--- config.mk ---
export PLATFORM = sky130hd
export DESIGN_NAME = three_fringe_phase_unwrap
export DESIGN_NICKNAME = d
export VERILOG_FILES = /design/src/hw/rtl/tfpu_pkg.sv /design/src/hw/rtl/tfpu_regs.sv /design/src/hw/rtl/tfpu_ctrl.sv /design/src/hw/rtl/tfpu_datapath.sv /design/src/hw/rtl/three_fringe_phase_unwrap.sv
export SDC_FILE = /design/constraint.sdc
export NUM_CORES = 2
export LEC_CHECK = 0
export BUFFER_PORTS_ARGS = -buffer_cell sky130_fd_sc_hd__buf_2
export CAP_MARGIN = 20
export CORE_ASPECT_RATIO = 0.5
export CORE_MARGIN = 5
export CORE_UTILIZATION = 69
export CTS_BUF_LIST = sky130_fd_sc_hd__clkbuf_4
export DETAILED_ROUTE_END_ITERATION = 7
export GPL_TIMING_DRIVEN = 0
export PLACE_DENSITY_LB_ADDON = 0.05
export SETUP_SLACK_MARGIN = 0.05
export SKIP_LAST_GASP = 1
export SLEW_MARGIN = 20
export SYNTH_ARGS = -nofsm -noshare
export SYNTH_HDL_FRONTEND = slang
export SYNTH_SLANG_ARGS = --single-unit
--- constraint.sdc ---
create_clock -name clk -period 19.1 [get_ports clk]
set_input_delay 3.82 -clock clk [delete_from_list [all_inputs] [get_ports clk]]
set_output_delay 3.82 -clock clk [all_outputs]
set_load 0.02 [all_outputs]
--- src/hw/rtl/tfpu_pkg.sv ---
// Shared types and constants for the three-fringe phase unwrap block.
`default_nettype none

package tfpu_pkg;

    // Fixed widths of the coefficient registers and of the phase output.
    localparam int COEF_BITS     = 16;
    localparam int PHASE_BITS    = 40;
    localparam int APB_DATA_BITS = 32;
    localparam int ADDR_BITS     = 5;

    // Angle accumulator of the CORDIC: 2^32 units per turn, with headroom.
    localparam int ACC_BITS   = 35;
    localparam int TABLE_LEN  = 24;
    localparam int STEP_BITS  = 5;

    // Number of terms in each dot product.
    localparam int MAC_TERMS  = 3;

    // Configuration register indexes (byte address is four times the index).
    typedef enum logic [2:0] {
        REG_COS_X = 3'd0,
        REG_COS_Y = 3'd1,
        REG_COS_Z = 3'd2,
        REG_SIN_X = 3'd3,
        REG_SIN_Y = 3'd4,
        REG_SIN_Z = 3'd5
    } reg_idx_t;

    // Sample selector of the shared multiply step.
    typedef enum logic [1:0] {
        SEL_X = 2'd0,
        SEL_Y = 2'd1,
        SEL_Z = 2'd2
    } sample_sel_t;

    typedef logic signed [ACC_BITS-1:0] angle_acc_t;

    // atan(2^-i) in units of 2^32 per turn.
    localparam angle_acc_t ATAN_TAB [TABLE_LEN] = '{
        35'sd536870912, 35'sd316933406, 35'sd167458907, 35'sd85004756,
        35'sd42667331,  35'sd21354465,  35'sd10679838,  35'sd5340245,
        35'sd2670163,   35'sd1335087,   35'sd667544,    35'sd333772,
        35'sd166886,    35'sd83443,     35'sd41722,     35'sd20861,
        35'sd10430,     35'sd5215,      35'sd2608,      35'sd1304,
        35'sd652,       35'sd326,       35'sd163,       35'sd81
    };

    // The six ellipse coefficients, signed Q2.14.
    typedef struct packed {
        logic signed [COEF_BITS-1:0] cos_x;
        logic signed [COEF_BITS-1:0] cos_y;
        logic signed [COEF_BITS-1:0] cos_z;
        logic signed [COEF_BITS-1:0] sin_x;
        logic signed [COEF_BITS-1:0] sin_y;
        logic signed [COEF_BITS-1:0] sin_z;
    } coef_t;

    // Commands from the controller to the datapath.
    typedef struct packed {
        logic                 load_in;
        logic                 mul_en;
        sample_sel_t          mul_sel;
        logic                 acc_en;
        logic                 acc_first;
        logic                 cordic_init;
        logic                 cordic_step;
        logic [STEP_BITS-1:0] step_idx;
        logic                 round_en;
        logic                 diff_en;
        logic                 commit;
    } dp_cmd_t;

endpackage

`default_nettype wire

--- src/hw/rtl/tfpu_regs.sv ---
// APB configuration registers holding the six ellipse coefficients.
`default_nettype none

module tfpu_regs import tfpu_pkg::*;
(
    input  wire logic                     clk,
    input  wire logic                     rst_n,
    input  wire logic                     psel,
    input  wire logic                     penable,
    input  wire logic                     pwrite,
    input  wire logic [ADDR_BITS-1:0]     paddr,
    input  wire logic [APB_DATA_BITS-1:0] pwdata,
    output logic      [APB_DATA_BITS-1:0] prdata,
    output logic                          pready,
    output coef_t                         coefs
);

    coef_t          coef_reg;
    coef_t          coef_next;
    logic           wr_en;
    logic [2:0]     reg_idx;
    logic signed [COEF_BITS-1:0] wr_val;
    logic signed [COEF_BITS-1:0] rd_val;

    assign pready  = 1'b1;
    assign wr_en   = psel && penable && pwrite;
    assign reg_idx = paddr[ADDR_BITS-1:2];
    assign wr_val  = pwdata[COEF_BITS-1:0];

    // Write decode: addresses past the register list are ignored.
    always_comb
    begin
        coef_next = coef_reg;
        if (wr_en)
        begin
            unique case (reg_idx_t'(reg_idx))
                REG_COS_X: coef_next.cos_x = wr_val;
                REG_COS_Y: coef_next.cos_y = wr_val;
                REG_COS_Z: coef_next.cos_z = wr_val;
                REG_SIN_X: coef_next.sin_x = wr_val;
                REG_SIN_Y: coef_next.sin_y = wr_val;
                REG_SIN_Z: coef_next.sin_z = wr_val;
                default:   coef_next = coef_reg;
            endcase
        end
    end

    always_ff @(posedge clk or negedge rst_n)
    begin
        if (!rst_n)
        begin
            coef_reg.cos_x <= -16'sd4162;
            coef_reg.cos_y <= 16'sd8189;
            coef_reg.cos_z <= -16'sd9069;
            coef_reg.sin_x <= 16'sd7800;
            coef_reg.sin_y <= -16'sd316;
            coef_reg.sin_z <= -16'sd15757;
        end
        else
        begin
            coef_reg <= coef_next;
        end
    end

    // Read decode: the coefficient comes back sign extended.
    always_comb
    begin
        unique case (reg_idx_t'(reg_idx))
            REG_COS_X: rd_val = coef_reg.cos_x;
            REG_COS_Y: rd_val = coef_reg.cos_y;
            REG_COS_Z: rd_val = coef_reg.cos_z;
            REG_SIN_X: rd_val = coef_reg.sin_x;
            REG_SIN_Y: rd_val = coef_reg.sin_y;
            REG_SIN_Z: rd_val = coef_reg.sin_z;
            default:   rd_val = '0;
        endcase
    end

    assign prdata = APB_DATA_BITS'(rd_val);
    assign coefs  = coef_reg;

endmodule

`default_nettype wire

--- src/hw/rtl/tfpu_ctrl.sv ---
// Controller state machine that sequences the dot products, CORDIC and unwrap.
`default_nettype none

module tfpu_ctrl import tfpu_pkg::*;
#(
    parameter int CORDIC_STEPS = 16
)
(
    input  wire logic clk,
    input  wire logic rst_n,
    input  wire logic in_valid,
    output logic      in_ready,
    output logic      out_valid,
    input  wire logic out_ready,
    output dp_cmd_t   cmd
);

    typedef enum logic [6:0] {
        ST_IDLE   = 7'b0000001,
        ST_MAC    = 7'b0000010,
        ST_PREROT = 7'b0000100,
        ST_ITER   = 7'b0001000,
        ST_ROUND  = 7'b0010000,
        ST_DIFF   = 7'b0100000,
        ST_COMMIT = 7'b1000000
    } state_t;

    localparam logic [STEP_BITS-1:0] ITER_LAST = STEP_BITS'(CORDIC_STEPS - 1);
    localparam logic [STEP_BITS-1:0] MAC_LAST  = STEP_BITS'(MAC_TERMS);

    state_t               state_reg;
    state_t               state_next;
    logic [STEP_BITS-1:0] cnt_reg;
    logic [STEP_BITS-1:0] cnt_next;
    logic                 out_valid_reg;
    logic                 out_valid_next;

    // Next state and command decode.
    always_comb
    begin
        state_next = state_reg;
        cnt_next   = cnt_reg;
        cmd        = '0;
        cmd.mul_sel  = SEL_X;
        in_ready   = 1'b0;
        unique case (state_reg)
            ST_IDLE:
            begin
                in_ready = 1'b1;
                if (in_valid)
                begin
                    cmd.load_in = 1'b1;
                    cnt_next    = '0;
                    state_next  = ST_MAC;
                end
            end
            ST_MAC:
            begin
                // Multiply term k while the product of term k-1 accumulates.
                cmd.mul_en    = (cnt_reg != MAC_LAST);
                cmd.mul_sel   = sample_sel_t'(cnt_reg[1:0]);
                cmd.acc_en    = (cnt_reg != '0);
                cmd.acc_first = (cnt_reg == STEP_BITS'(1));
                if (cnt_reg == MAC_LAST)
                begin
                    state_next = ST_PREROT;
                end
                else
                begin
                    cnt_next = cnt_reg + 1'b1;
                end
            end
            ST_PREROT:
            begin
                cmd.cordic_init = 1'b1;
                cnt_next        = '0;
                state_next      = ST_ITER;
            end
            ST_ITER:
            begin
                cmd.cordic_step = 1'b1;
                cmd.step_idx    = cnt_reg;
                if (cnt_reg == ITER_LAST)
                begin
                    state_next = ST_ROUND;
                end
                else
                begin
                    cnt_next = cnt_reg + 1'b1;
                end
            end
            ST_ROUND:
            begin
                cmd.round_en = 1'b1;
                state_next   = ST_DIFF;
            end
            ST_DIFF:
            begin
                cmd.diff_en = 1'b1;
                state_next  = ST_COMMIT;
            end
            ST_COMMIT:
            begin
                // Wait until the output register is free.
                if (!out_valid_reg || out_ready)
                begin
                    cmd.commit = 1'b1;
                    state_next = ST_IDLE;
                end
            end
            default:
            begin
                state_next = ST_IDLE;
            end
        endcase
    end

    // Output valid flag of the result register.
    always_comb
    begin
        out_valid_next = out_valid_reg;
        if (cmd.commit)
        begin
            out_valid_next = 1'b1;
        end
        else if (out_ready)
        begin
            out_valid_next = 1'b0;
        end
    end

    always_ff @(posedge clk or negedge rst_n)
    begin
        if (!rst_n)
        begin
            state_reg     <= ST_IDLE;
            cnt_reg       <= '0;
            out_valid_reg <= 1'b0;
        end
        else
        begin
            state_reg     <= state_next;
            cnt_reg       <= cnt_next;
            out_valid_reg <= out_valid_next;
        end
    end

    assign out_valid = out_valid_reg;

endmodule

`default_nettype wire

--- src/hw/rtl/tfpu_datapath.sv ---
// Datapath: dot products, vectoring CORDIC, rounding and phase unwrap.
`default_nettype none

module tfpu_datapath import tfpu_pkg::*;
#(
    parameter int SAMPLE_BITS = 16,
    parameter int ANGLE_BITS  = 16,
    parameter int TURN_BITS   = 24
)
(
    input  wire logic                          clk,
    input  wire logic                          rst_n,
    input  wire dp_cmd_t                       cmd,
    input  wire coef_t                         coefs,
    input  wire logic signed [SAMPLE_BITS-1:0] x_in,
    input  wire logic signed [SAMPLE_BITS-1:0] y_in,
    input  wire logic signed [SAMPLE_BITS-1:0] z_in,
    output logic        [PHASE_BITS-1:0]       phase_out,
    output logic        [ANGLE_BITS:0]         angle_out,
    output logic        [TURN_BITS-1:0]        turns_out,
    output logic                               sat_out
);

    localparam int PROD_W = COEF_BITS + SAMPLE_BITS;
    localparam int SUM_W  = PROD_W + 2;
    localparam int DW     = PROD_W + 4;
    localparam int SH     = 32 - ANGLE_BITS;
    localparam int AW     = ANGLE_BITS + 1;
    localparam int FW     = (TURN_BITS + ANGLE_BITS + 3 > PHASE_BITS + 2) ?
                            (TURN_BITS + ANGLE_BITS + 3) : (PHASE_BITS + 2);

    localparam angle_acc_t HALF32 = angle_acc_t'(64'sd1 <<< 31);
    localparam logic signed [ACC_BITS:0] RND    = (ACC_BITS+1)'(64'sd1 <<< (SH - 1));
    localparam logic signed [ACC_BITS:0] HALF_R = (ACC_BITS+1)'(64'sd1 <<< (ANGLE_BITS - 1));
    localparam logic signed [FW-1:0] HALF_F = FW'(64'sd1 <<< (ANGLE_BITS - 1));
    localparam logic signed [FW-1:0] TURN_F = FW'(64'sd1 <<< ANGLE_BITS);
    localparam logic signed [TURN_BITS-1:0] TMAX = {1'b0, {(TURN_BITS-1){1'b1}}};
    localparam logic signed [TURN_BITS-1:0] TMIN = {1'b1, {(TURN_BITS-1){1'b0}}};

    // Captured samples.
    logic signed [SAMPLE_BITS-1:0] x_reg, y_reg, z_reg;

    // Multiply and accumulate.
    logic signed [COEF_BITS-1:0]   cc_sel, sc_sel;
    logic signed [SAMPLE_BITS-1:0] smp_sel;
    logic signed [PROD_W-1:0]      prod_c_reg, prod_s_reg;
    logic signed [SUM_W-1:0]       cacc_reg, sacc_reg;

    // CORDIC.
    logic signed [DW-1:0] c_reg, c_next;
    logic signed [DW-1:0] s_reg, s_next;
    logic signed [DW-1:0] c_sh, s_sh, c_ext, s_ext;
    angle_acc_t           ang_acc_reg, ang_acc_next;
    logic                 zero_reg;

    // Rounding.
    logic signed [ACC_BITS:0] rsum, rsh;
    logic signed [AW-1:0]     ang_reg, ang_next;

    // Unwrap.
    logic signed [FW-1:0]          pfull_reg, pfull;
    logic signed [FW-1:0]          diff_reg;
    logic signed [FW-1:0]          pcorr;
    logic signed [PHASE_BITS-1:0]  prev_reg;
    logic signed [TURN_BITS-1:0]   turns_reg, turns_next;
    logic                          sat_next;
    logic                          jump;

    // Result register.
    logic [PHASE_BITS-1:0] res_phase_reg;
    logic [ANGLE_BITS:0]   res_angle_reg;
    logic [TURN_BITS-1:0]  res_turns_reg;
    logic                  res_sat_reg;

    // Operand selection for the two shared multipliers.
    always_comb
    begin
        case (cmd.mul_sel)
            SEL_X:
            begin
                cc_sel  = coefs.cos_x;
                sc_sel  = coefs.sin_x;
                smp_sel = x_reg;
            end
            SEL_Y:
            begin
                cc_sel  = coefs.cos_y;
                sc_sel  = coefs.sin_y;
                smp_sel = y_reg;
            end
            SEL_Z:
            begin
                cc_sel  = coefs.cos_z;
                sc_sel  = coefs.sin_z;
                smp_sel = z_reg;
            end
            default:
            begin
                cc_sel  = '0;
                sc_sel  = '0;
                smp_sel = '0;
            end
        endcase
    end

    // Input capture, products and dot-product sums.
    always_ff @(posedge clk)
    begin
        if (cmd.load_in)
        begin
            x_reg <= x_in;
            y_reg <= y_in;
            z_reg <= z_in;
        end
        if (cmd.mul_en)
        begin
            prod_c_reg <= cc_sel * smp_sel;
            prod_s_reg <= sc_sel * smp_sel;
        end
        if (cmd.acc_en)
        begin
            if (cmd.acc_first)
            begin
                cacc_reg <= SUM_W'(prod_c_reg);
                sacc_reg <= SUM_W'(prod_s_reg);
            end
            else
            begin
                cacc_reg <= cacc_reg + SUM_W'(prod_c_reg);
                sacc_reg <= sacc_reg + SUM_W'(prod_s_reg);
            end
        end
    end

    // CORDIC: half-turn prerotation for a negative cosine term, then one
    // micro-rotation per cycle.
    assign c_ext = DW'(cacc_reg);
    assign s_ext = DW'(sacc_reg);
    assign c_sh  = c_reg >>> cmd.step_idx;
    assign s_sh  = s_reg >>> cmd.step_idx;

    always_comb
    begin
        c_next       = c_reg;
        s_next       = s_reg;
        ang_acc_next = ang_acc_reg;
        if (cmd.cordic_init)
        begin
            if (cacc_reg < 0)
            begin
                c_next       = -c_ext;
                s_next       = -s_ext;
                ang_acc_next = (sacc_reg >= 0) ? HALF32 : -HALF32;
            end
            else
            begin
                c_next       = c_ext;
                s_next       = s_ext;
                ang_acc_next = '0;
            end
        end
        else if (cmd.cordic_step)
        begin
            if (s_reg > 0)
            begin
                c_next       = c_reg + s_sh;
                s_next       = s_reg - c_sh;
                ang_acc_next = ang_acc_reg + ATAN_TAB[cmd.step_idx];
            end
            else
            begin
                c_next       = c_reg - s_sh;
                s_next       = s_reg + c_sh;
                ang_acc_next = ang_acc_reg - ATAN_TAB[cmd.step_idx];
            end
        end
    end

    always_ff @(posedge clk)
    begin
        c_reg       <= c_next;
        s_reg       <= s_next;
        ang_acc_reg <= ang_acc_next;
        if (cmd.cordic_init)
        begin
            zero_reg <= (cacc_reg == '0) && (sacc_reg == '0);
        end
    end

    // Round half up to the output angle unit, clamp to half a turn, and give zero for a zero vector.
    assign rsum = $signed({ang_acc_reg[ACC_BITS-1], ang_acc_reg}) + RND;
    assign rsh  = rsum >>> SH;

    always_comb
    begin
        if (zero_reg)
        begin
            ang_next = '0;
        end
        else if (rsh > HALF_R)
        begin
            ang_next = HALF_R[AW-1:0];
        end
        else if (rsh < -HALF_R)
        begin
            ang_next = -HALF_R[AW-1:0];
        end
        else
        begin
            ang_next = rsh[AW-1:0];
        end
    end

    // Phase before unwrap and its jump from the previous phase.
    assign pfull = FW'(ang_reg) + (FW'(turns_reg) <<< ANGLE_BITS);

    always_ff @(posedge clk)
    begin
        if (cmd.round_en)
        begin
            ang_reg <= ang_next;
        end
        if (cmd.diff_en)
        begin
            pfull_reg <= pfull;
            diff_reg  <= pfull - FW'(prev_reg);
        end
    end

    // Unwrap: a jump beyond half a turn steps the turn count unless it is
    // already at its limit.
    assign jump = (diff_reg > HALF_F) || (diff_reg < -HALF_F);

    always_comb
    begin
        turns_next = turns_reg;
        pcorr      = pfull_reg;
        sat_next   = 1'b0;
        if (jump)
        begin
            if (diff_reg < 0)
            begin
                if (turns_reg != TMAX)
                begin
                    turns_next = turns_reg + 1'b1;
                    pcorr      = pfull_reg + TURN_F;
                end
                else
                begin
                    sat_next = 1'b1;
                end
            end
            else
            begin
                if (turns_reg != TMIN)
                begin
                    turns_next = turns_reg - 1'b1;
                    pcorr      = pfull_reg - TURN_F;
                end
                else
                begin
                    sat_next = 1'b1;
                end
            end
        end
    end

    // Unwrap state.
    always_ff @(posedge clk or negedge rst_n)
    begin
        if (!rst_n)
        begin
            prev_reg  <= '0;
            turns_reg <= '0;
        end
        else if (cmd.commit)
        begin
            prev_reg  <= pcorr[PHASE_BITS-1:0];
            turns_reg <= turns_next;
        end
    end

    // Result register.
    always_ff @(posedge clk)
    begin
        if (cmd.commit)
        begin
            res_phase_reg <= pcorr[PHASE_BITS-1:0];
            res_angle_reg <= ang_reg;
            res_turns_reg <= turns_next;
            res_sat_reg   <= sat_next;
        end
    end

    assign phase_out = res_phase_reg;
    assign angle_out = res_angle_reg;
    assign turns_out = res_turns_reg;
    assign sat_out   = res_sat_reg;

endmodule

`default_nettype wire

--- src/hw/rtl/three_fringe_phase_unwrap.sv ---
// An accepted input steps through the dot-product, CORDIC, rounding, unwrap
// and commit states; a new input is taken only once the last is committed.
// The 16-step CORDIC loop runs on one shared shift-add unit.
// The result register lets the next item be accepted while a result waits.
// Reset (rst_n, asynchronous, active low) clears the phase and turn count
// and loads the default coefficients.
`default_nettype none

module three_fringe_phase_unwrap import tfpu_pkg::*;
#(
    parameter int SAMPLE_BITS  = 16,
    parameter int ANGLE_BITS   = 16,
    parameter int TURN_BITS    = 24,
    parameter int CORDIC_STEPS = 16
)
(
    input  wire logic                     clk,
    input  wire logic                     rst_n,
    // Input stream.
    input  wire logic                     s_axis_tvalid,
    output logic                          s_axis_tready,
    // x_sample, y_sample, z_sample, zero padding
    input  wire logic [((3*SAMPLE_BITS+7)/8)*8-1:0] s_axis_tdata,
    // Result stream.
    output logic                          m_axis_tvalid,
    input  wire logic                     m_axis_tready,
    // unwrapped_phase, wrapped_angle, turn_count, zero padding
    output logic [((PHASE_BITS+ANGLE_BITS+1+TURN_BITS+7)/8)*8-1:0] m_axis_tdata,
    // turn_saturated
    output logic                          m_axis_tuser,
    // Configuration port.
    input  wire logic                     psel,
    input  wire logic                     penable,
    input  wire logic                     pwrite,
    input  wire logic [ADDR_BITS-1:0]     paddr,
    input  wire logic [APB_DATA_BITS-1:0] pwdata,
    output logic      [APB_DATA_BITS-1:0] prdata,
    output logic                          pready
);

    localparam int OUT_TW = ((PHASE_BITS + ANGLE_BITS + 1 + TURN_BITS + 7) / 8) * 8;

    coef_t                    coefs;
    dp_cmd_t                  cmd;
    logic [PHASE_BITS-1:0]    phase_out;
    logic [ANGLE_BITS:0]      angle_out;
    logic [TURN_BITS-1:0]     turns_out;
    logic                     sat_out;

    tfpu_regs u_regs (
        .clk     (clk),
        .rst_n   (rst_n),
        .psel    (psel),
        .penable (penable),
        .pwrite  (pwrite),
        .paddr   (paddr),
        .pwdata  (pwdata),
        .prdata  (prdata),
        .pready  (pready),
        .coefs   (coefs)
    );

    tfpu_ctrl #(
        .CORDIC_STEPS (CORDIC_STEPS)
    ) u_ctrl (
        .clk       (clk),
        .rst_n     (rst_n),
        .in_valid  (s_axis_tvalid),
        .in_ready  (s_axis_tready),
        .out_valid (m_axis_tvalid),
        .out_ready (m_axis_tready),
        .cmd       (cmd)
    );

    tfpu_datapath #(
        .SAMPLE_BITS (SAMPLE_BITS),
        .ANGLE_BITS  (ANGLE_BITS),
        .TURN_BITS   (TURN_BITS)
    ) u_datapath (
        .clk       (clk),
        .rst_n     (rst_n),
        .cmd       (cmd),
        .coefs     (coefs),
        .x_in      (s_axis_tdata[SAMPLE_BITS-1:0]),
        .y_in      (s_axis_tdata[2*SAMPLE_BITS-1:SAMPLE_BITS]),
        .z_in      (s_axis_tdata[3*SAMPLE_BITS-1:2*SAMPLE_BITS]),
        .phase_out (phase_out),
        .angle_out (angle_out),
        .turns_out (turns_out),
        .sat_out   (sat_out)
    );

    // Pack the result fields from the lowest bit up.
    assign m_axis_tdata = OUT_TW'({turns_out, angle_out, phase_out});
    assign m_axis_tuser = sat_out;

endmodule

`default_nettype wire

======== After elaboration in Yosys (flattened, before gate mapping) ========
Memories as Yosys holds them, arrays and structs flattened.
Index checks and enable logic that the tools add are counted.
word-level totals
  bits in registers ....................... 643
  memories kept ........................... 1
  output and inout bits ................... 124
  bits of input ports ..................... 92
  bits in read-only memories .............. 1120
  logic and storage cells ................. 169
memories
  memory            words  bits a word  rd ports  clocked after Yosys merged registers in  write ports  line                  source
  (name not given)  32     35           1         0                                        0            tfpu_datapath.sv:168  ang_acc_next = ang_acc_reg + ATAN_TAB[cmd.step_idx];
cells by class
  $add $sub $neg .......................... 18
  muxes and demuxes ....................... 55
  equality and inequality tests ........... 26
  reduce and logical (&&, ||, !) cells .... 24
  shift operators ......................... 2
  magnitude comparators ................... 9
  bitwise gates (word level) .............. 1
  multipliers ............................. 2
operator list
  operator                  number
  $mux W36                  8
  $mux W35                  7
  $mux W40                  4
  $pmux W16 S3              3
  $mux W24                  4
  $pmux W16 S6              1
  $add A36 B36 Y36          2
  $neg A34 Y36              2
  $sshr A36 B5 Y36          2
  $sub A36 B36 Y36          2
  $add A34 B32 Y34          2
  $logic_not A34 Y1         2
  $mux W34                  2
  $mul A16 B16 Y32          2
  $pmux W7 S7               1
  $ne A24 B24 Y1 const B    2
  $gt A43 B17 Y1 const B    1
  $lt A43 B1 Y1 const B     1
  $lt A43 B16 Y1 const B    1
  $sub A41 B40 Y42          1
  $add A17 B40 Y41          1
  $add A40 B18 Y40 const B  1
  $sub A40 B18 Y40 const B  1
  $add A35 B17 Y36 const B  1
  49 further kinds          83

======== Depth between registers and ports, before layout ========
  depth after elaboration ................. 10
  gate-level depth with buffers ........... 35
  depth with buffers taken out ............ 31

======== Cells and area by module ========
Synthesis repeated with hierarchy kept, for this count alone.
second synthesis, totals
  cell total of the unflattened synthesis .. 7160
  area, all modules ....................... 67333.3 µm²
modules (own cells, without submodules)
  module                     cells each  area each (µm²)  times used
  tfpu_datapath              6709        61651.6          1
  tfpu_regs                  334         4717.0           1
  tfpu_ctrl                  109         908.4            1
  three_fringe_phase_unwrap  8           56.3             1

======== Least setup slack after synthesis ========
Ideal clock, no wire load.
  path type ............................... in2out
  from .................................... input port paddr[3]
  to ...................................... output port prdata[16]
  cell stages on the path ................. 6
  data required time ...................... 15.280 ns
  arrival ................................. 5.730 ns
  path slack .............................. 9.550 ns
  cells stage by stage .................... clkbuf_1 > nor3b_1 > clkbuf_1 > a22oi_1 > nand3_1 > buf_4
between the ends
  cells in the longest elaborated chain, start to end .. 2
RTL lines
  what                                        line                             source
  start, declared                             three_fringe_phase_unwrap.sv:35  input wire logic [ADDR_BITS-1:0] paddr,
  $eq A3 B3 Y1, or another cell as far along  tfpu_regs.sv:68                  unique case (reg_idx_t'(reg_idx))
  $pmux W16 S6 (*)                            tfpu_regs.sv:68
  end, declared                               three_fringe_phase_unwrap.sv:37  output logic [APB_DATA_BITS-1:0] prdata,
Every way passes the cells marked *; elsewhere a longest branch is shown, timed or not.

======== Worst setup path in the final report ========
  from .................................... register u_ctrl.state_reg[4]
  to ...................................... register u_datapath.prod_s_reg[31], data pin
between the ends
  cells in the longest elaborated chain, start to end .. 5
RTL lines
  what                                        line                  source
  start, declared                             tfpu_ctrl.sv:31       state_t state_reg;
  start signal, assigned                      tfpu_ctrl.sv:142      state_reg <= state_next;
  $eq A7 B2 Y1 (*)                            tfpu_ctrl.sv:46       unique case (state_reg)
  $mux W5 (*)                                 tfpu_ctrl.sv:46
  $eq A2 B2 Y1, or another cell as far along  tfpu_datapath.sv:78   case (cmd.mul_sel)
  $pmux W16 S3                                tfpu_datapath.sv:78
  $mul A16 B16 Y32 (*)                        tfpu_datapath.sv:118  prod_s_reg <= sc_sel * smp_sel;
  end signal, assigned                        tfpu_datapath.sv:118
  end, declared                               tfpu_datapath.sv:46   logic signed [PROD_W-1:0] prod_c_reg, prod_s_reg;
Marked as above.
A chain may end at the register's enable or synchronous reset.

==> impl_metrics.toml <==
[run_status]
status = "finished with violations"
violations = "DRC"

[detailed_routing]
drt_iter0_drc = 8762
drc = 12
vias_per_cell = 6.88
ant_nets = 0
wl_per_cell_um = 26.3
drtPass1Iterations = 8
vias = 61700
drt-total-wl_um = 236000

[setup_path]
crit_family = "buffers and inverters"
crit_top_cell = "clkbuf_1"
crit_required_ns = 19.97
cp_slowest_cell = "clkbuf_1"
critPathKind = "reg -> reg"
max_stage_delay_ns = 0.84
start_kind = "register"
cp_num_buf_inv = 9
path_max_fanout = 10
cp.arrival_ns = 13.17
end_kind = "register"

[synthesis]
yosysTopAreaCellShare_pct = 21.5
syn_avg_cell_area_um2 = 9.12
synth.distinct_cells = 103
seq_area_frac_synth_pct = 28.2
netlist_area_mm2 = 0.0655
postSynthCellCount = 7186
ys.flop_type = "edfxtp_1"
synth_area_leader_cell = "edfxtp_1"
synth_area_leaders = "edfxtp_1 (21%), fa_1 (16%), ha_1 (8.0%), inv_1 (4.4%), dfrtp_1 (4.3%)"
async_flop_share_pct = 26.9
synth-edff-count = 469
ys_seq_elements = 642
synth_warnings = 0

[final_layout]
final_core_util_pct = 75.7
layout_common_cells = "inv_1 (767), nor2_1 (708), nand2_1 (614)"
fin_nets = 8623
largest_reg_flops = 96
syn2layout_area_growth_pct = 8.21
final_common_cell = "inv_1"
fillers = 6306
drive_above_1_share_pct = 10.7

[sta]
slew_violations = 0
slew_headroom_pct = 11.1
fin_skew_ns = 0.124
final-hold-violation-count = 0
fin_crit_ns = 12.30
tns_ns = 0
rsz0062_at_grt = "no"
worstMarginPinSlew_ns = 1.33
setup_violations = 0
max_freq_mhz = 81.3
timing.final.crit_share_pct = 64.4

[global_routing]
overflow = 0
grt_max_degree = 97
grt_pass1_vias = 62400
track_usage_pct = 45.5
grt_antenna_before_repair = 13
grt_pass1_wl_um = 356000

[place]
dp_hpwl_um = 180000
place_congestion = 1.14
portBuffers = 186

[clock_network]
cts_resized = 0
htree_num_levels = 4
numCtsBuffers = 154
clockRootBuffer = "clkbuf_4"
cts_tree = "built"
clk_pin_slew_ns = 0.07
cts-hold-fix-buffers = 0
post_cts_buffers = 0
clock_path_buffers = 3
numClockSinks = 642
clk_latency_ns = 1.23

[floorplan]
rows = 79
die_area_mm2 = 0.102
die-height_um = 228
initial_core_util_pct = 70.0
core_mm2 = 0.0936
num_io_pins = 216
die_width_um = 446

[worst_hold_path]
hold_class = "reg -> reg"

[job]
cap_viol_max_count = 0
## kinds of logic after synthesis
| family | Yosys count | share of synthesized area, % |
|---|---|---|
| mux | 156 | 2.65 |
| other cells | 2 | 0.0115 |
| compound gates | 1588 | 15.6 |
| simple gates | 2233 | 15.9 |
| xor+xnor | 503 | 6.75 |
| fa+ha+maj | 951 | 24.2 |
| buf+inv | 1111 | 6.64 |
| flops | 642 | 28.2 |
## worst paths after layout
check / startpoint / end / slack (ns) / depth (start not counted)
setup / recovery: u_ctrl.state_reg[4] / u_datapath.prod_s_reg[31] / 6.80 / 31
hold / removal: u_datapath.pfull_reg[4] / u_datapath.phase_out[4] / 0.45 / 0
setup reg to reg: u_ctrl.state_reg[4] / u_datapath.prod_s_reg[31] / 6.80 / 31
hold reg to reg: u_datapath.pfull_reg[4] / u_datapath.phase_out[4] / 0.45 / 0
max in group asynchronous: rst_n / u_regs.coefs[43] / 15.46 / 2
min in group asynchronous: rst_n / u_ctrl.state_reg[5] / 2.61 / 1
## layer usage
layer	vias to the layer above	global-route usage, %	routed length (µm)
met5	-	0	112
met4	14	32.7	21300
met3	1500	15.2	32200
met2	5142	70.6	103000
met1	29200	53.3	78800
li1	25800	-	-
## synth_stat cells, drive strengths merged, types with 25 or more instances
library cell  count
inv             769
nor2            710
nand2           615
fa              531
edfxtp          469
ha              419
o21ai           417
a21oi           400
nand3           323
xnor2           314
clkbuf          238
xor2            188
nor3            119
dfrtp           112
mux2            107
a21o            103
buf             102
a22oi            88
and3             72
nand2b           65
dfstp            61
a22o             60
o31ai            60
a211oi           51
a31oi            48
o21bai           47
mux2i            46
nor2b            46
o21a             45
or3              44
nor4             43
nand4            41
and2             39
o211ai           30
a221oi           25
## metrics by stage
| stage | hold WS [ns] | instances | setup slack, ns | cell area [µm²] |
|---|---|---|---|---|
| floorplan | 0.426 | 7192 | 9.55 | 65500 |
| global placement | 0.435 | 8633 | 7.27 | 68000 |
| detailed placement | 0.438 | 8668 | 7.62 | 68700 |
| CTS | 0.448 | 8946 | 7.54 | 70800 |
| global route | 0.448 | 8966 | 6.76 | 70900 |
| finish | 0.450 | 8968 | 6.80 | 70900 |
## final cells by class
class	instances	area, µm²	area share (%)
Clock inverter	54	413	0.582
Buffer	340	1460	2.06
Inverter	771	2890	4.08
Antenna cell	10	25.0	0.0353
Clock buffer	224	1680	2.37
Timing Repair Buffer	233	1470	2.07
Multi-Input combinational cell	5439	42900	60.5
Tap cell	1255	1570	2.22
Sequential cell	642	18500	26.1
Power is not shown: default switching activity piles up to over one toggle a cycle in this logic, so the estimate is an artifact.
